[src/rtl/amsl_pkg.sv]
// ----------------------------------------------------------------------------
// amsl_pkg - shared types and constants of the soft knee mix limiter
// request payload structs, fixed arithmetic constants and parameter defaults
// ----------------------------------------------------------------------------
package amsl_pkg;

  localparam int unsigned GAIN_FRAC_BITS  = 12;
  localparam int unsigned QUEUE_DEPTH     = 2;

  localparam logic [15:0] GAIN_RESET      = 16'd4096;
  localparam int unsigned KNEE            = 28000;
  localparam int unsigned KNEE_SPAN       = 4767;
  localparam int unsigned LEVEL_SCALE     = 10000;
  localparam int unsigned FULL_SCALE_BITS = 15;
  localparam int unsigned QUO_W           = 13;

  typedef struct packed {
    logic signed [15:0] voice_sample;
    logic               media_active;
    logic signed [15:0] media_sample;
    logic               stream_active;
    logic signed [15:0] stream_sample;
    logic               last_in_buffer;
  } in_item_t;

  typedef struct packed {
    logic signed [15:0] out_sample;
    logic               level_valid;
    logic [13:0]        buffer_level;
  } out_item_t;

endpackage

[src/rtl/amsl_front.sv]
// ----------------------------------------------------------------------------
// amsl_front - request intake, mixing and gain
// saturating mix, magnitude and sign split, gain multiply, knee classification
// ----------------------------------------------------------------------------
module amsl_front #(
  parameter int unsigned GAIN_FRAC_BITS = amsl_pkg::GAIN_FRAC_BITS,
  parameter int unsigned MAG_W          = 31 - GAIN_FRAC_BITS
) (
  input  logic                 clk_i,
  input  logic                 rst_ni,
  input  logic                 cfg_we_i,
  input  logic [15:0]          cfg_wdata_i,
  input  logic                 in_valid_i,
  output logic                 in_ready_o,
  input  amsl_pkg::in_item_t   in_item_i,
  output logic                 push_o,
  input  logic                 full_i,
  output logic [MAG_W+2:0]     entry_o
);

  function automatic logic signed [16:0] sat16(input logic signed [16:0] s);
    logic signed [16:0] r;
    if (s > 17'sd32767) begin
      r = 17'sd32767;
    end else if (s < -17'sd32768) begin
      r = -17'sd32768;
    end else begin
      r = s;
    end
    return r;
  endfunction

  logic [15:0]        gain_q;
  logic               a_valid_q;
  logic [15:0]        a_mag_q, a_mag_d;
  logic               a_neg_q, a_neg_d;
  logic               a_last_q;
  logic signed [16:0] mix1, mix2, mag17;
  logic [31:0]        prod;
  logic [31:0]        gained;
  logic [MAG_W-1:0]   mag;
  logic               knee;
  logic               accept;

  assign in_ready_o = !a_valid_q || !full_i;
  assign accept     = in_valid_i && in_ready_o;
  assign push_o     = a_valid_q && !full_i;

  always_comb begin
    mix1 = sat16({in_item_i.voice_sample[15], in_item_i.voice_sample} +
                 (in_item_i.media_active ?
                  {in_item_i.media_sample[15], in_item_i.media_sample} : 17'sd0));
    mix2 = sat16(mix1 +
                 (in_item_i.stream_active ?
                  {in_item_i.stream_sample[15], in_item_i.stream_sample} : 17'sd0));
    a_neg_d = mix2[16];
    mag17   = a_neg_d ? -mix2 : mix2;
    a_mag_d = mag17[15:0];
  end

  // product is below 2^31, so the shifted magnitude fits MAG_W bits
  always_comb begin
    prod    = a_mag_q * gain_q;
    gained  = prod >> GAIN_FRAC_BITS;
    mag     = gained[MAG_W-1:0];
    knee    = mag > MAG_W'(amsl_pkg::KNEE);
    entry_o = {a_neg_q, a_last_q, knee, mag};
  end

  always_ff @(posedge clk_i or negedge rst_ni) begin
    if (!rst_ni) begin
      gain_q    <= amsl_pkg::GAIN_RESET;
      a_valid_q <= 1'b0;
    end else begin
      if (cfg_we_i) begin
        gain_q <= cfg_wdata_i;
      end
      if (accept) begin
        a_valid_q <= 1'b1;
      end else if (push_o) begin
        a_valid_q <= 1'b0;
      end
    end
  end

  always_ff @(posedge clk_i) begin
    if (accept) begin
      a_mag_q  <= a_mag_d;
      a_neg_q  <= a_neg_d;
      a_last_q <= in_item_i.last_in_buffer;
    end
  end

endmodule

[src/rtl/amsl_queue.sv]
// ----------------------------------------------------------------------------
// amsl_queue - short request queue between front and back
// register based ring buffer with fill count
// ----------------------------------------------------------------------------
module amsl_queue #(
  parameter int unsigned WIDTH = 8,
  parameter int unsigned DEPTH = amsl_pkg::QUEUE_DEPTH
) (
  input  logic             clk_i,
  input  logic             rst_ni,
  input  logic             push_i,
  input  logic [WIDTH-1:0] wdata_i,
  output logic             full_o,
  output logic             valid_o,
  input  logic             pop_i,
  output logic [WIDTH-1:0] rdata_o
);

  localparam int unsigned PTR_W = (DEPTH > 1) ? $clog2(DEPTH) : 1;
  localparam int unsigned CNT_W = $clog2(DEPTH + 1);

  logic [WIDTH-1:0] mem_q [DEPTH];
  logic [PTR_W-1:0] wr_ptr_q, rd_ptr_q;
  logic [CNT_W-1:0] count_q;
  logic             do_push, do_pop;

  assign full_o  = count_q == CNT_W'(DEPTH);
  assign valid_o = count_q != '0;
  assign rdata_o = mem_q[rd_ptr_q];
  assign do_push = push_i && !full_o;
  assign do_pop  = pop_i && valid_o;

  always_ff @(posedge clk_i or negedge rst_ni) begin
    if (!rst_ni) begin
      wr_ptr_q <= '0;
      rd_ptr_q <= '0;
      count_q  <= '0;
    end else begin
      if (do_push) begin
        wr_ptr_q <= (wr_ptr_q == PTR_W'(DEPTH - 1)) ? '0 : wr_ptr_q + 1'b1;
      end
      if (do_pop) begin
        rd_ptr_q <= (rd_ptr_q == PTR_W'(DEPTH - 1)) ? '0 : rd_ptr_q + 1'b1;
      end
      if (do_push && !do_pop) begin
        count_q <= count_q + 1'b1;
      end else if (do_pop && !do_push) begin
        count_q <= count_q - 1'b1;
      end
    end
  end

  always_ff @(posedge clk_i) begin
    if (do_push) begin
      mem_q[wr_ptr_q] <= wdata_i;
    end
  end

endmodule

[src/rtl/amsl_back.sv]
// ----------------------------------------------------------------------------
// amsl_back - soft knee, peak tracking and result register
// sequencer around a restoring divider, one quotient bit per cycle
// ----------------------------------------------------------------------------
module amsl_back #(
  parameter int unsigned MAG_W = 19
) (
  input  logic                 clk_i,
  input  logic                 rst_ni,
  input  logic                 q_valid_i,
  input  logic [MAG_W+2:0]     q_entry_i,
  output logic                 q_pop_o,
  output logic                 out_valid_o,
  input  logic                 out_ready_i,
  output amsl_pkg::out_item_t  out_item_o
);

  localparam int unsigned QUO_W = amsl_pkg::QUO_W;
  localparam int unsigned NUM_W = MAG_W + QUO_W;
  localparam int unsigned DSH_W = MAG_W + QUO_W - 1;

  typedef enum logic [4:0] {
    ST_IDLE = 5'b00001,
    ST_PREP = 5'b00010,
    ST_MUL  = 5'b00100,
    ST_DIV  = 5'b01000,
    ST_FIN  = 5'b10000
  } back_state_e;

  back_state_e         state_q, state_d;
  logic                neg_q, neg_d;
  logic                last_q, last_d;
  logic [MAG_W-1:0]    mag_q, mag_d;
  logic [MAG_W-1:0]    over_q, over_d;
  logic [MAG_W-1:0]    den_q, den_d;
  logic [NUM_W-1:0]    rem_q, rem_d;
  logic [DSH_W-1:0]    dsh_q, dsh_d;
  logic [QUO_W-1:0]    quo_q, quo_d;
  logic [3:0]          cnt_q, cnt_d;
  logic [14:0]         res_q, res_d;
  logic [14:0]         peak_q, peak_d;
  logic                out_valid_q, out_valid_d;
  amsl_pkg::out_item_t out_q, out_d;
  logic                ge;
  logic                fire;
  logic [14:0]         new_peak;
  logic [28:0]         lev_prod;

  assign out_valid_o = out_valid_q;
  assign out_item_o  = out_q;
  assign fire        = !out_valid_q || out_ready_i;

  always_comb begin
    state_d     = state_q;
    neg_d       = neg_q;
    last_d      = last_q;
    mag_d       = mag_q;
    over_d      = over_q;
    den_d       = den_q;
    rem_d       = rem_q;
    dsh_d       = dsh_q;
    quo_d       = quo_q;
    cnt_d       = cnt_q;
    res_d       = res_q;
    peak_d      = peak_q;
    out_d       = out_q;
    out_valid_d = out_valid_q && !out_ready_i;
    q_pop_o     = 1'b0;
    ge          = rem_q >= NUM_W'(dsh_q);
    new_peak    = (res_q > peak_q) ? res_q : peak_q;
    lev_prod    = new_peak * 14'(amsl_pkg::LEVEL_SCALE);

    unique case (state_q)
      ST_IDLE: begin
        if (q_valid_i) begin
          q_pop_o = 1'b1;
          neg_d   = q_entry_i[MAG_W+2];
          last_d  = q_entry_i[MAG_W+1];
          mag_d   = q_entry_i[MAG_W-1:0];
          if (q_entry_i[MAG_W]) begin
            state_d = ST_PREP;
          end else begin
            res_d   = q_entry_i[14:0];
            state_d = ST_FIN;
          end
        end
      end
      ST_PREP: begin
        over_d  = mag_q - MAG_W'(amsl_pkg::KNEE);
        den_d   = mag_q - MAG_W'(amsl_pkg::KNEE - amsl_pkg::KNEE_SPAN);
        state_d = ST_MUL;
      end
      ST_MUL: begin
        rem_d   = NUM_W'(over_q) * NUM_W'(amsl_pkg::KNEE_SPAN);
        dsh_d   = {den_q, {(QUO_W - 1){1'b0}}};
        quo_d   = '0;
        cnt_d   = 4'(QUO_W - 1);
        state_d = ST_DIV;
      end
      ST_DIV: begin
        // quotient stays below the knee span, so QUO_W bits cover it
        if (ge) begin
          rem_d = rem_q - NUM_W'(dsh_q);
        end
        quo_d = {quo_q[QUO_W-2:0], ge};
        dsh_d = dsh_q >> 1;
        if (cnt_q == 4'd0) begin
          res_d   = 15'(amsl_pkg::KNEE) + 15'(quo_d);
          state_d = ST_FIN;
        end else begin
          cnt_d = cnt_q - 1'b1;
        end
      end
      ST_FIN: begin
        if (fire) begin
          out_valid_d            = 1'b1;
          out_d.out_sample       = neg_q ? -$signed({1'b0, res_q}) : $signed({1'b0, res_q});
          out_d.level_valid      = last_q;
          out_d.buffer_level     = last_q ? lev_prod[28:amsl_pkg::FULL_SCALE_BITS] : 14'd0;
          peak_d                 = last_q ? 15'd0 : new_peak;
          state_d                = ST_IDLE;
        end
      end
      default: begin
        state_d = ST_IDLE;
      end
    endcase
  end

  always_ff @(posedge clk_i or negedge rst_ni) begin
    if (!rst_ni) begin
      state_q     <= ST_IDLE;
      out_valid_q <= 1'b0;
      peak_q      <= '0;
    end else begin
      state_q     <= state_d;
      out_valid_q <= out_valid_d;
      peak_q      <= peak_d;
    end
  end

  always_ff @(posedge clk_i) begin
    neg_q  <= neg_d;
    last_q <= last_d;
    mag_q  <= mag_d;
    over_q <= over_d;
    den_q  <= den_d;
    rem_q  <= rem_d;
    dsh_q  <= dsh_d;
    quo_q  <= quo_d;
    cnt_q  <= cnt_d;
    res_q  <= res_d;
    out_q  <= out_d;
  end

endmodule

[src/rtl/audio_mix_soft_knee_limiter_unit.sv]
// path: front register, queue, then back states IDLE and FIN below the knee, and
//   IDLE, PREP, MUL, the 13-step restoring divider of the soft knee and FIN above it;
//   back pops only from IDLE; front takes one per cycle while the queue is not full
// reset: asynchronous active low, gain returns to unity, peak and queue clear,
//   no clearing pass
// ----------------------------------------------------------------------------
// audio_mix_soft_knee_limiter_unit - mixer with gain and soft knee limiter
// three-source saturating mix, output gain, rational soft knee, buffer level
// ----------------------------------------------------------------------------
module audio_mix_soft_knee_limiter_unit #(
  parameter int unsigned GAIN_FRAC_BITS = amsl_pkg::GAIN_FRAC_BITS,
  parameter int unsigned QUEUE_DEPTH    = amsl_pkg::QUEUE_DEPTH
) (
  input  logic                clk_i,
  input  logic                rst_ni,
  input  logic                cfg_we_i,
  input  logic [15:0]         cfg_wdata_i,
  input  logic                in_valid_i,
  output logic                in_ready_o,
  input  amsl_pkg::in_item_t  in_item_i,
  output logic                out_valid_o,
  input  logic                out_ready_i,
  output amsl_pkg::out_item_t out_item_o
);

  // gained magnitude width: product stays below 2^31
  localparam int unsigned MAG_W = 31 - GAIN_FRAC_BITS;
  // queue entry: sign, buffer end, knee flag, gained magnitude
  localparam int unsigned ENT_W = MAG_W + 3;

  logic             push;
  logic             full;
  logic [ENT_W-1:0] push_entry;
  logic             q_valid;
  logic             q_pop;
  logic [ENT_W-1:0] q_entry;

  // front: takes a request, mixes and applies gain, classifies against the knee
  amsl_front #(
    .GAIN_FRAC_BITS(GAIN_FRAC_BITS),
    .MAG_W         (MAG_W)
  ) u_front (
    .clk_i      (clk_i),
    .rst_ni     (rst_ni),
    .cfg_we_i   (cfg_we_i),
    .cfg_wdata_i(cfg_wdata_i),
    .in_valid_i (in_valid_i),
    .in_ready_o (in_ready_o),
    .in_item_i  (in_item_i),
    .push_o     (push),
    .full_i     (full),
    .entry_o    (push_entry)
  );

  // queue decouples intake from the slow knee path
  amsl_queue #(
    .WIDTH(ENT_W),
    .DEPTH(QUEUE_DEPTH)
  ) u_queue (
    .clk_i  (clk_i),
    .rst_ni (rst_ni),
    .push_i (push),
    .wdata_i(push_entry),
    .full_o (full),
    .valid_o(q_valid),
    .pop_i  (q_pop),
    .rdata_o(q_entry)
  );

  // back: knee division, peak tracking, level report and result register
  amsl_back #(
    .MAG_W(MAG_W)
  ) u_back (
    .clk_i      (clk_i),
    .rst_ni     (rst_ni),
    .q_valid_i  (q_valid),
    .q_entry_i  (q_entry),
    .q_pop_o    (q_pop),
    .out_valid_o(out_valid_o),
    .out_ready_i(out_ready_i),
    .out_item_o (out_item_o)
  );

endmodule

[config.mk]
export PLATFORM = sky130hd
export DESIGN_NAME = audio_mix_soft_knee_limiter_unit
export DESIGN_NICKNAME = d
export VERILOG_FILES = /design/src/rtl/amsl_pkg.sv /design/src/rtl/amsl_front.sv /design/src/rtl/amsl_queue.sv /design/src/rtl/amsl_back.sv /design/src/rtl/audio_mix_soft_knee_limiter_unit.sv
export SDC_FILE = /design/constraint.sdc
export NUM_CORES = 2
export LEC_CHECK = 0
export ABC_CLOCK_PERIOD_IN_PS = 6500
export BUFFER_PORTS_ARGS = -buffer_cell sky130_fd_sc_hd__buf_2
export CORE_ASPECT_RATIO = 0.7
export CORE_MARGIN = 2
export CORE_UTILIZATION = 40
export CTS_BUF_LIST = sky130_fd_sc_hd__clkbuf_4 sky130_fd_sc_hd__clkbuf_8
export DETAILED_ROUTE_END_ITERATION = 10
export HOLD_SLACK_MARGIN = 0.1
export PLACE_DENSITY = 0.61
export SLEW_MARGIN = 10
export SYNTH_ARGS = -nofsm -noshare
export SYNTH_HDL_FRONTEND = slang
export SYNTH_SLANG_ARGS = --single-unit
[constraint.sdc]
create_clock -name clk_i -period 6.5 [get_ports clk_i]
set_input_delay 0.65 -clock clk_i [delete_from_list [all_inputs] [get_ports clk_i]]
set_output_delay 0.65 -clock clk_i [all_outputs]
set_load 0.005 [all_outputs]
==> run summary <==
The run finished, with violations left. The routing layer with the top usage in global route is met1. The tools report the fraction of met2 tracks used by global routing as 26.23%. In this run the worst hold path is classified as primary input to asynchronous set/reset pin.

The number of hold buffers added after CTS was 0. The relative slew slack was 24.72%. The critical path goes through nand2_1 > fa_1 > inv_1 > fa_1 > inv_1 > fa_1 > inv_1 > fa_1 > inv_1 > fa_1 > inv_1 > fa_1 > ha_4 > a21o_4 > a21oi_4 > o21ai_2 > or3_1 > a2111o_1 > a221o_1 > a31o_1 > a311o_1 > or3_4.

The worst register-to-register path has a depth of 22. Routing usage on met3: 3.196%. Global routing used 18.36% of the available tracks across all layers. The first routing iteration left 1502 violations.

The area growth from synthesis to layout is 17.95%. The first global-routing pass estimated 118100 um of wire. After the flow finishes, the layout carries non-filler instances totaling 4467. The tree built by TritonCTS fans out to 288 sinks. The worst clock skew is 0.03272 ns.

Detailed routing inserted a total of 22230 vias. The final number of hold-violating endpoints is 0. Startpoint kind of the worst setup timing path: a flip-flop. For this run, the post-layout net count is 4200. The time the worst path needs with I/O delays and setup was 6.857 ns; the arrival time at the worst endpoint was 7.19 ns. The worst register-to-register path has a setup slack of -0.36 ns. The tools report the number of standard cells after synthesis as 3058. The fraction of layout cells with a size suffix above 1 was 19.96%. The post-detailed-routing wire length is 72280 um, and the number of vias per cell after detailed routing is 4.977. Global routing used 29.44% of the available met1 tracks. In this run, CTS created clock tree buffers numbering 46. The tools report the initial antenna violation count as 1. The via count of the first global-routing pass is 22140, and the post-route worst setup slack is -0.3571 ns. The tools report the I/O pin total as 105. The logs give 58840 um for the detailed-placement wirelength estimate and 0.8820 for the final weighted congestion in routability-driven placement. The clock tree synthesis step divided the H-tree into 2 levels. The total count of max-transition violations in the final report came out at 0. The final critical-path share of the clock period came out at 105.5%. The tools report the count of max-cap constraint violations as 0.

The run gives 0.62 ns as the clock insertion delay at the later pin of the skew report. Setup repair after global routing could not meet its margin everywhere. The type of the worst setup path was flip-flop to flip-flop. TritonCTS built the clock tree. Sequential-to-total area share from yosys stat: 27.50%. For the row count, the log shows 84. A synthesized cell averages 10.04 sq um. The synthesized netlist occupies a cell area of 0.03069 sq mm. The count of buffers added on input and output ports is 104.

The design area was 0.03620 sq mm; the distinct cell type count after synthesis was 90. The net count after synthesis is 3815, and the cell count after placement is 4351. For this run, the slowest stage of the critical path takes 0.57 ns. The master cell of the clock root buffer was sky130_fd_sc_hd__clkbuf_8. The tools report the capturing element type of the critical path as a flip-flop. The area of the core was 0.07557 sq mm. For this run, the top clock speed supported by timing is 145.8 MHz. Once detail routing completed, the nets flagged for antenna violations numbered 0. In this run the critical register-to-register path is launched from u_front.a_mag_q[12]$_DFFE_PP_. The placed instances occupy a cell area of 0.03452 sq mm. For this run, the detailed router's first-pass iteration total came to 6. The tools report the terminus of the critical flop-to-flop path as u_queue.mem_q[0][19]$_DFFE_PP_.

The slowest stage of the critical path belongs to the cell sky130_fd_sc_hd__edfxtp_1. The warning count from the yosys run is 0, and the average routed wire per standard cell is 16.18 um. The transition at the pin with the smallest max-transition slack was 1.125 ns; the total die area was 0.07900 sq mm. The final reports fail on setup timing. The setup-violating endpoint count in the final report was 3. The post-route DRC violation count was 0; the largest net degree at the start of global routing was 107.

Among the stages of the critical path, the cell type that occurs most often is sky130_fd_sc_hd__fa_1. The die is 335.1 um wide. Along the worst path, the maximum fanout reaches 7. Counting flops and latches in the post-synthesis netlist gives 288. The share of flip-flops with an asynchronous set or reset after synthesis was 14.58%; the initial core utilization was 40.62%. From bottom edge to top edge, the die measures 235.8 um. The clock passes through at most 3 buffers.

The residual overflow from global routing was 0. The post-CTS clock slew at the launch and capture registers of the worst setup and hold paths is 0.07 ns. The data required time at the worst endpoint came out at 6.83 ns. Counting flops with a built-in enable in the synthesized netlist gives 246. Among all flip-flop cells after synthesis, the most frequent one is sky130_fd_sc_hd__edfxtp_1.
==> critical path, delay by kind of cell, from the launching register on <==
kind / cells / cell delay (ns)
AO/OA/AOI/OAI: 7 / 1.66
adder cells (fa/ha/maj): 7 / 3.27
buffers and inverters: 5 / 0.27
AND/OR/NAND/NOR: 3 / 0.78
flip-flops: 1 / 0.57
==> synthesized netlist by cell type (16+ instances only) <==
master                     count  area share [%]
sky130_fd_sc_hd__ha_1        364              15
sky130_fd_sc_hd__a21oi_1     132             2.2
sky130_fd_sc_hd__fa_1        321              21
sky130_fd_sc_hd__o21a_1       26            0.64
sky130_fd_sc_hd__a21o_1       43             1.1
sky130_fd_sc_hd__nor2_1      125             1.5
sky130_fd_sc_hd__nand2_1     272             3.3
sky130_fd_sc_hd__mux2_2       43             1.6
sky130_fd_sc_hd__xnor2_1     102             2.9
sky130_fd_sc_hd__edfxtp_1    246              24
sky130_fd_sc_hd__a31oi_1      16            0.33
sky130_fd_sc_hd__nand2b_1     33            0.67
sky130_fd_sc_hd__and2_1      153             3.1
sky130_fd_sc_hd__inv_1       540             6.6
sky130_fd_sc_hd__o22ai_1      18            0.37
sky130_fd_sc_hd__xor2_1       58             1.7
sky130_fd_sc_hd__o21ai_0     118             1.9
sky130_fd_sc_hd__or3_1        24            0.49
sky130_fd_sc_hd__nand3_1      27            0.44
sky130_fd_sc_hd__dfrtp_1      40             3.3
sky130_fd_sc_hd__nor3_1       40            0.65
sky130_fd_sc_hd__clkbuf_1     72            0.88
==> kinds of logic (layout without fill, tap and decap cells) <==
| group | Yosys count | count (layout) | synth area share, % |
|---|---|---|---|
| DFF | 288 | 288 | 27.50 |
| buffers and inverters | 626 | 1045 | 7.712 |
| adders and majority gates | 685 | 685 | 35.77 |
| other | 0 | 1 | 0 |
| muxes | 51 | 51 | 1.838 |
| and+or+nand+nor | 758 | 758 | 12.15 |
| xor gates and xnor gates | 162 | 162 | 4.729 |
| AOI/OAI and AO/OA | 488 | 488 | 10.30 |
==> sequential cells by signal, indices dropped and copies added, names as in the netlist, 19 cells and up <==
| signal | count |
|---|---|
| u_queue.mem_q | 44 |
| u_back.rem_q | 32 |
| u_back.dsh_q | 31 |
| u_back.out_item_o | 31 |
| u_back.den_q | 19 |
| u_back.mag_q | 19 |
| u_back.over_q | 19 |
==> per-stage QoR <==
step	setup WS, ns	utilization (%)	TNS (ns)	hold WS (ns)
after global placement	-0.3965	45.68	-1.723	0.4325
after floorplan	-0.2383	-	-0.6997	0.3544
after CTS	-0.3701	47.07	-0.7075	0.1163
after detailed placement	-0.4777	45.68	-3.099	0.4298
final	-0.3571	47.91	-0.6872	0.1401
after global routing	-0.5471	47.91	-2.062	0.1528
==> metal layers <==
layer	up-vias	share of wire, %
li1	10950	-
met1	10800	53
met2	436	41
met4	0	0.84
met3	53	5.4
met5	-	0
==> worst max path at each step <==
stage	cells past startpoint	end	from	slack [ns]
4_1_cts	21	u_queue.mem_q[0][19]$_DFFE_PP_	u_front.gain_q[12]$_DFFE_PN1P_	-0.37
6_report	22	u_queue.mem_q[0][19]$_DFFE_PP_	u_front.a_mag_q[12]$_DFFE_PP_	-0.36
3_5_place_dp	21	u_queue.mem_q[0][19]$_DFFE_PP_	u_front.a_mag_q[7]$_DFFE_PP_	-0.48
3_3_place_gp	21	u_queue.mem_q[1][19]$_DFFE_PP_	u_front.a_mag_q[6]$_DFFE_PP_	-0.40
5_1_grt	24	u_queue.mem_q[0][19]$_DFFE_PP_	u_front.a_mag_q[4]$_DFFE_PP_	-0.55
2_1_floorplan	33	u_front.a_mag_q[14]$_DFFE_PP_	in_item_i[34]	-0.24
==> layout by cell type, fill, tap and decap left out, types with 34 or more instances in the layout <==
cell type	instances
sky130_fd_sc_hd__fa_1	317
sky130_fd_sc_hd__mux2_2	43
sky130_fd_sc_hd__a21oi_1	111
sky130_fd_sc_hd__dfrtp_1	34
sky130_fd_sc_hd__nor3_1	37
sky130_fd_sc_hd__nor2_1	116
sky130_fd_sc_hd__clkbuf_8	49
sky130_fd_sc_hd__buf_2	104
sky130_fd_sc_hd__nand2_1	258
sky130_fd_sc_hd__ha_1	343
sky130_fd_sc_hd__buf_4	301
sky130_fd_sc_hd__and2_1	152
sky130_fd_sc_hd__o21ai_0	111
sky130_fd_sc_hd__xor2_1	58
sky130_fd_sc_hd__edfxtp_1	246
sky130_fd_sc_hd__a21o_1	43
sky130_fd_sc_hd__inv_1	527
sky130_fd_sc_hd__xnor2_1	102
==> cell type report <==
type	instances	area, sq um
clock inverters	24	151.4
clock buffers	58	742.0
diodes	1	2.502
fillers	7105	39360
repair buffers	423	3000
well taps	989	1237
multi-input cells	2144	20600
flip-flops and latches	288	8448
inverters	540	2027
==> what timing repair did <==
action	4_1_cts	5_1_grt
pin swaps	14	43
setup endpoints to repair	10	25
buffers inserted	11	24
gates resized for setup	15	104
Power is left out: the tool's default activity adds up to more than one toggle a clock period on the data nets, which glitch-free logic cannot reach.
